$ cat config.mk
export PLATFORM = sky130hd
export DESIGN_NAME = simt_ctrl
export DESIGN_NICKNAME = d
export VERILOG_FILES = /design/src/hdl/simt_pkg.sv /design/src/hdl/simt_ctrl.sv
export SDC_FILE = /design/constraint.sdc
export NUM_CORES = 1
export LEC_CHECK = 0
export ABC_AREA = 0
export CAP_MARGIN = 20
export CORE_MARGIN = 2
export CORE_UTILIZATION = 50
export CTS_CLUSTER_SIZE = 8
export DETAILED_ROUTE_END_ITERATION = 16
export DONT_BUFFER_PORTS = 1
export PLACE_DENSITY = 0.64
export SYNTH_ARGS = -nofsm -noshare
export SYNTH_HDL_FRONTEND = slang
export SYNTH_SLANG_ARGS = --single-unit
$ cat constraint.sdc
create_clock -name clk -period 4.8 [get_ports clk]
set_input_delay 0.48 -clock clk [delete_from_list [all_inputs] [get_ports clk]]
set_output_delay 0.48 -clock clk [all_outputs]
set_load 0.03 [all_outputs]
$ cat src/hdl/simt_pkg.sv
`timescale 1ns / 1ps
// Shared widths, command and status codes, entry and control types of the interval table.
// Depends on nothing; used by every module of the block.
package simt_pkg;

  localparam int TABLE_DEPTH_DEF = 64;

  localparam int CMD_W    = 2;
  localparam int RUN_W    = 16;
  localparam int RERUN_W  = 10;
  localparam int CAMCOL_W = 3;
  localparam int START_W  = 15;
  localparam int COUNT_W  = 16;
  localparam int IDX_W    = 6;
  localparam int STATUS_W = 3;
  localparam int TOTAL_W  = 7;
  // Signed width for field arithmetic: start plus count plus sign.
  localparam int SUM_W    = 18;

  localparam logic [CMD_W-1:0] CMD_INSERT = 2'd0;
  localparam logic [CMD_W-1:0] CMD_READ   = 2'd1;
  localparam logic [CMD_W-1:0] CMD_CLEAR  = 2'd2;

  localparam logic [STATUS_W-1:0] ST_INSERTED  = 3'd0;
  localparam logic [STATUS_W-1:0] ST_COVERED   = 3'd1;
  localparam logic [STATUS_W-1:0] ST_EXTENDED  = 3'd2;
  localparam logic [STATUS_W-1:0] ST_MERGED    = 3'd3;
  localparam logic [STATUS_W-1:0] ST_FULL      = 3'd4;
  localparam logic [STATUS_W-1:0] ST_READ_OK   = 3'd5;
  localparam logic [STATUS_W-1:0] ST_BAD_INDEX = 3'd6;
  localparam logic [STATUS_W-1:0] ST_CLEARED   = 3'd7;

  localparam logic signed [SUM_W-1:0] SUM_ONE   = 18'sd1;
  localparam logic signed [SUM_W-1:0] COUNT_MAX = 18'sd65535;

  typedef struct packed {
    logic [RUN_W-1:0]    run;
    logic [RERUN_W-1:0]  rerun;
    logic [CAMCOL_W-1:0] camcol;
    logic [START_W-1:0]  start;
    logic [COUNT_W-1:0]  count;
  } entry_t;

  typedef struct packed {
    logic [CMD_W-1:0] cmd;
    entry_t           ent;
    logic [IDX_W-1:0] idx;
  } item_t;

  // Commands from the controller to the datapath.
  typedef struct packed {
    logic                capture;
    logic                init_pos;
    logic                rd_last;
    logic                rd_idx;
    logic                rd_back;
    logic                srch_back;
    logic                cap_pred;
    logic                prep;
    logic                wr_upd;
    logic                sh_init;
    logic                sh_step;
    logic                wr_new;
    logic                clr_cnt;
    logic                load_out;
    logic [STATUS_W-1:0] st;
  } dp_cmd_t;

  // Status from the datapath to the controller.
  typedef struct packed {
    logic [CMD_W-1:0]    cmd_code;
    logic                cnt_zero;
    logic                idx_ok;
    logic                go_back;
    logic                pos_one;
    logic                pos_at_cnt;
    logic                sh_at_pos;
    logic [STATUS_W-1:0] verdict;
  } dp_stat_t;

  function automatic logic same_key(input entry_t a, input entry_t b);
    return (a.run == b.run) && (a.rerun == b.rerun) && (a.camcol == b.camcol);
  endfunction

  function automatic logic signed [SUM_W-1:0] to_sum(input logic [COUNT_W-1:0] v);
    return $signed(SUM_W'(v));
  endfunction

  function automatic logic [COUNT_W-1:0] sat_count(input logic signed [SUM_W-1:0] v);
    logic [COUNT_W-1:0] r;
    if (v < 0) begin
      r = '0;
    end else if (v > COUNT_MAX) begin
      r = '1;
    end else begin
      r = v[COUNT_W-1:0];
    end
    return r;
  endfunction

endpackage

$ cat src/hdl/simt_ctrl.sv
`timescale 1ns / 1ps
// Controller state machine of the interval table: sequences search, update, shift and reply.
// Depends on simt_pkg; drives simt_datapath through dp_cmd_t and reads dp_stat_t.
module simt_ctrl (
  input  logic               clk,
  input  logic               rst_n,
  input  logic               in_valid,
  output logic               in_ready,
  output logic               out_valid,
  input  logic               out_ready,
  input  simt_pkg::dp_stat_t dp_stat,
  output simt_pkg::dp_cmd_t  dp_cmd
);

  typedef enum logic [9:0] {
    S_IDLE    = 10'b00_0000_0001,
    S_START   = 10'b00_0000_0010,
    S_SEARCH  = 10'b00_0000_0100,
    S_PREP    = 10'b00_0000_1000,
    S_DECIDE  = 10'b00_0001_0000,
    S_SHSTART = 10'b00_0010_0000,
    S_SHIFT   = 10'b00_0100_0000,
    S_INS     = 10'b00_1000_0000,
    S_RDWAIT  = 10'b01_0000_0000,
    S_RESP    = 10'b10_0000_0000
  } state_t;

  state_t                        state_r, state_nxt;
  logic [simt_pkg::STATUS_W-1:0] st_r, st_nxt;
  logic                          out_valid_r, out_valid_nxt;

  always_comb begin
    state_nxt   = state_r;
    st_nxt      = st_r;
    dp_cmd      = '0;
    dp_cmd.st   = st_r;
    case (state_r)
      S_IDLE: begin
        if (in_valid) begin
          dp_cmd.capture = 1'b1;
          state_nxt      = S_START;
        end
      end
      S_START: begin
        case (dp_stat.cmd_code)
          simt_pkg::CMD_INSERT: begin
            dp_cmd.init_pos = 1'b1;
            if (dp_stat.cnt_zero) begin
              state_nxt = S_PREP;
            end else begin
              dp_cmd.rd_last = 1'b1;
              state_nxt      = S_SEARCH;
            end
          end
          simt_pkg::CMD_READ: begin
            if (dp_stat.idx_ok) begin
              dp_cmd.rd_idx = 1'b1;
              st_nxt        = simt_pkg::ST_READ_OK;
              state_nxt     = S_RDWAIT;
            end else begin
              st_nxt    = simt_pkg::ST_BAD_INDEX;
              state_nxt = S_RESP;
            end
          end
          simt_pkg::CMD_CLEAR: begin
            dp_cmd.clr_cnt = 1'b1;
            st_nxt         = simt_pkg::ST_CLEARED;
            state_nxt      = S_RESP;
          end
          default: begin
            st_nxt    = simt_pkg::ST_BAD_INDEX;
            state_nxt = S_RESP;
          end
        endcase
      end
      S_SEARCH: begin
        // The read of the next lower entry is always issued ahead.
        dp_cmd.rd_back = 1'b1;
        if (dp_stat.go_back) begin
          dp_cmd.srch_back = 1'b1;
          if (dp_stat.pos_one) begin
            state_nxt = S_PREP;
          end
        end else begin
          dp_cmd.cap_pred = 1'b1;
          state_nxt       = S_PREP;
        end
      end
      S_PREP: begin
        dp_cmd.prep = 1'b1;
        state_nxt   = S_DECIDE;
      end
      S_DECIDE: begin
        st_nxt = dp_stat.verdict;
        if (dp_stat.verdict == simt_pkg::ST_INSERTED) begin
          state_nxt = S_SHSTART;
        end else begin
          dp_cmd.wr_upd = 1'b1;
          state_nxt     = S_RESP;
        end
      end
      S_SHSTART: begin
        if (dp_stat.pos_at_cnt) begin
          state_nxt = S_INS;
        end else begin
          dp_cmd.rd_last = 1'b1;
          dp_cmd.sh_init = 1'b1;
          state_nxt      = S_SHIFT;
        end
      end
      S_SHIFT: begin
        dp_cmd.sh_step = 1'b1;
        if (dp_stat.sh_at_pos) begin
          state_nxt = S_INS;
        end
      end
      S_INS: begin
        dp_cmd.wr_new = 1'b1;
        state_nxt     = S_RESP;
      end
      S_RDWAIT: begin
        dp_cmd.cap_pred = 1'b1;
        state_nxt       = S_RESP;
      end
      S_RESP: begin
        if (!out_valid_r || out_ready) begin
          dp_cmd.load_out = 1'b1;
          state_nxt       = S_IDLE;
        end
      end
      default: begin
        state_nxt = S_IDLE;
      end
    endcase
  end

  assign out_valid_nxt = dp_cmd.load_out | (out_valid_r & ~out_ready);

  always_ff @(posedge clk) begin
    if (!rst_n) begin
      state_r     <= S_IDLE;
      st_r        <= simt_pkg::ST_INSERTED;
      out_valid_r <= 1'b0;
    end else begin
      state_r     <= state_nxt;
      st_r        <= st_nxt;
      out_valid_r <= out_valid_nxt;
    end
  end

  assign in_ready  = (state_r == S_IDLE);
  assign out_valid = out_valid_r;

endmodule

## Word-level counts from Yosys, hierarchy flattened

Index checks and enable logic that the tools add are counted.

| cells by class | value |
|---|---|
| eq/ne operators | 17 |
| muxes and demuxes | 38 |
| bitwise logic cells | 3 |
| reductions and logical operators | 8 |

Operator list:

| cell | count |
|---|---|
| $pmux W10 S9 | 1 |
| $mux W10 | 7 |
| $mux W1 | 20 |
| $pmux W10 S2 | 1 |
| $eq A10 B1 Y1 const B | 1 |
| $eq A10 B10 Y1 const B | 1 |
| $eq A10 B2 Y1 const B | 1 |
| $eq A10 B3 Y1 const B | 1 |
| $eq A10 B4 Y1 const B | 1 |
| $eq A10 B5 Y1 const B | 1 |
| $eq A10 B6 Y1 const B | 1 |
| $eq A10 B7 Y1 const B | 1 |
| $eq A10 B8 Y1 const B | 1 |
| $eq A10 B9 Y1 const B | 1 |
| $pmux W3 S3 | 1 |
| $mux W8 | 1 |
| $ne A2 B2 Y1 const B | 4 |
| $mux W2 | 3 |
| $pmux W3 S2 | 1 |
| $mux W4 | 1 |
| $pmux W1 S2 | 2 |
| $reduce_and A4 Y1 | 1 |
| $logic_not A3 Y1 | 1 |
| $ne A3 B3 Y1 const B | 1 |
| other kinds (11) | 11 |

| storage, ports and cells | value |
|---|---|
| register bits after elaboration | 14 |
| input port bits | 15 |
| output and inout port bits | 19 |
| logic and storage cells | 69 |

## Logic depth before layout (Yosys ltp)

| depth | value |
|---|---|
| depth after elaboration | 5 |
| mapped depth | 6 |
| gate-level depth less buffers | 6 |

## Worst setup path before layout

No wires, ideal clock.

| path | value |
|---|---|
| kind | flip-flop to output port |
| start | reg state_r[0] |
| end | out dp_cmd[5] (netlist name) |
| data arrival time | 2,163 ps |
| data required time | 4,320 ps |
| slack | 2,157 ps |
| cell stages (with the launch flop) | 5 |
| buffers on the path | 1 |
| path through | dfxtp_1 buf_2 or4_4 nor3_1 nor4bb_1 |

RTL lines:

| what | RTL line | text |
|---|---|---|
| start, declared | simt_ctrl.sv:28 | `state_t state_r, state_nxt;` |
| start signal, assigned | simt_ctrl.sv:145 | `state_r <= state_nxt;` |
| end, declared | simt_ctrl.sv:12 | `output simt_pkg::dp_cmd_t dp_cmd` |

==> qor.csv <==
metric;value;unit
Leak;0.410;nW
Hold Path End;state_r[5];
Remaining DRCs;0;
Hold WC Path Type;in2reg;
die height;47.7;um
overall power;0.000249;W
CP peak stage delay;790;ps
non-filler cells, final;147;
FMAX;331;MHz
post-CTS sizing;0;
Max transition margin;0.321;
GPL Wtd Cong;0.821;
hold_buf cts;0;
post-synthesis simple-gate area fraction;0.412;
die area;2280;um^2
status;completed;
Reg2Reg Launch Point;state_r[2];
Crit path required time;4320;ps
Setup crit start kind;register;
Die W;47.7;um
CTS tree;yes;
Syn Nets;137;
hold slack;289;ps
synthesized area;956;um^2
CTS buffer count;3;
most common cell after layout, fill and taps aside;dfxtp_1;
min Tclk post-route;3020;ps
Power Internal;0.000178;W
Initial Utilization;0.542;
via-per-instance ratio;5.97;
RSZ-0062 raised after global routing;no;
Sw Share;0.284;
Mean Syn Cell Area;8.03;um^2
metal2 WL;1.04;mm
ant diodes;0;
Syn-to-layout area delta;7.72;%
Max FO, Critical Path;8;
fin. max-slew vios;0;
PD cells;242;nW/um^2
min-delay src;rst_n;
peak supply drop;0.127;mV
largest net degree at the start of global routing;14;
Crit Path Category;reg2out;
measured slew at the worst slew-check pin;1010;ps
synth unique cells;47;
Worst Path Arrival;2540;ps
floorplan row count;15;
R2R Setup Slk;2640;ps
Buffers on Ports;0;
# IOs;34;
first-pass GRT wire length;3.58;mm
Util after Layout;0.584;
number of flops mapped to enable cells by yosys;0;
DRT met1 WL;975;um
Top Layer Used;met4;
final period utilization;0.629;
power share of the combinational group;0.143;
WL final;2.25;mm
sequential fraction of the synthesis area;0.293;
Yosys warnings;0;
nets;141;
worst r2r path cells;4;
post-route ant nets;0;
Cells after Synth;119;
CP cell instances;nor4_4, nand3_1, nor3_1, and2_1;
met3 wire length;204;um
worst hold stages;2;
main flop type after synthesis;dfxtp_1;
vias in the first global route;860;
P_sw;0.0000709;W
DR WL/cell;15.3;um
CTS sink count;14;
share of cells above drive strength 1;0.123;
Detailed Place HPWL;1.75;mm
total congestion overflow;0;
main combinational cell family by area after synthesis;simple AND/OR/NAND/NOR gates;
sequential power share;0.502;
CP Capture Type;output port;
asr flop ratio synth;0;
Global Route Usage Sum;0.230;
Final Hold Fails;0;
Worst path slowest cell;nor3_1;
# fillers;186;
post-synthesis compound-gate area fraction;0.144;
cell family with most CP delay;simple AND/OR/NAND/NOR gates;
postcts setup bufs;0;
clk_lat worst skew;290;ps
# setup viols final;0;
MaxCap Viol Count;0;
Clock Tree Root;clkbuf_4;
Clock transition at path regs;90;ps
post-synthesis xor/xnor area fraction;0.0183;
initial antenna violation count;0;
Clock Tree Buf Depth;2;
clock network power share;0.355;
via count;878;
Placeable Area;1760;um^2
cell total after placement;143;
Worst Skew;5.05;ps
mux cell area share after synthesis;0.0209;
setup TNS;0;ps
Detailed Route Iter0 Violations;17;
Synth Area in Adders;0.0510;
H-Tree Depth;1;
drt first pass iters;4;
reg2reg end;state_r[9];
Seq cells post-synth;14;
Worst Path Buf+Inv;0;
most frequent cells in the layout;dfxtp_1 (14), nor2_1 (13), inv_1 (11);
[how the worst max path moves through the flow]
| stage | startpoint | end | slack (ps) | cells after the start |
|---|---|---|---|---|
| floorplan | state_r[0] | dp_cmd[5] | 2160 | 4 |
| global route | state_r[2] | dp_cmd[16] | 1620 | 4 |
| finish | state_r[6] | dp_cmd[16] | 1780 | 4 |
| global placement | state_r[6] | dp_cmd[16] | 2120 | 4 |
| CTS | state_r[6] | dp_cmd[16] | 1770 | 4 |
| detailed placement | state_r[6] | dp_cmd[16] | 2090 | 4 |
[synthesized netlist by cell type (2+ instances only)]
master / instances / area (um^2)
nor4b_1: 2 / 17.5
or2_2: 2 / 12.5
nor3_1: 10 / 50.1
nand4_1: 3 / 18.8
o32a_1: 2 / 20.0
clkbuf_1: 2 / 7.51
dfxtp_1: 14 / 280
nor2_1: 13 / 48.8
nand3b_1: 2 / 15.0
nand2_1: 6 / 22.5
nand3_1: 5 / 25.0
ha_1: 3 / 37.5
nor3b_1: 3 / 22.5
mux2i_1: 2 / 20.0
and3_1: 2 / 12.5
a21oi_1: 2 / 10.0
o21a_1: 3 / 22.5
o21ai_0: 2 / 10.0
inv_1: 11 / 41.3
nor4_1: 3 / 18.8
[cell families after synthesis]
| logic type | count (synthesis) |
|---|---|
| adder cells (fa/ha/maj) | 4 |
| XOR/XNOR | 2 |
| AND/OR/NAND/NOR | 64 |
| AO/OA/AOI/OAI | 18 |
| multiplexers | 2 |
| buffers and inverters | 15 |
| flip-flops | 14 |
[power by group through the flow]
stage	sequential [W]	combinational (W)	clock [W]
2_1_floorplan	0.000124	0.0000353	0
5_1_grt	0.000126	0.0000399	0.0000950
3_3_place_gp	0.000128	0.0000358	0
6_report	0.000125	0.0000357	0.0000885
4_1_cts	0.000125	0.0000359	0.0000901
3_5_place_dp	0.000128	0.0000356	0
[worst reg2reg max path, delay by kind of cell, from the launching register on]
kind / cells / cell delay, ps
DFF: 1 / 380
AOI/OAI and AO/OA: 1 / 230
and+or+nand+nor: 3 / 1490
[flip-flops by register name (all words and copies together), names as in the netlist]
register and cells:
state_r 10, st_r 3, out_valid 1
[final cells by class]
cell class | instances | area, um^2 | share of cell area
clock buffer | 4 | 36.3 | 0.0352
inverter | 11 | 41.3 | 0.0401
tap | 25 | 31.3 | 0.0304
multi-input combinational | 90 | 618 | 0.600
timing repair buffer | 3 | 22.5 | 0.0219
sequential | 14 | 280 | 0.272
[per-stage QoR]
step / worst slack, ps / cell area [um^2]
final: 1780 / 1030
after global routing: 1620 / 1030
after CTS: 1770 / 1030
after detailed placement: 2090 / 993
after global placement: 2120 / 993
after floorplan: 2160 / 956
[per-layer routing]
layer	vias to the layer above	track usage
met5	-	0
li1	441	-
met2	29	0.368
met4	0	0.108
met1	404	0.275
met3	4	0.0792
No activity file was read; power rests on OpenSTA's default activity.
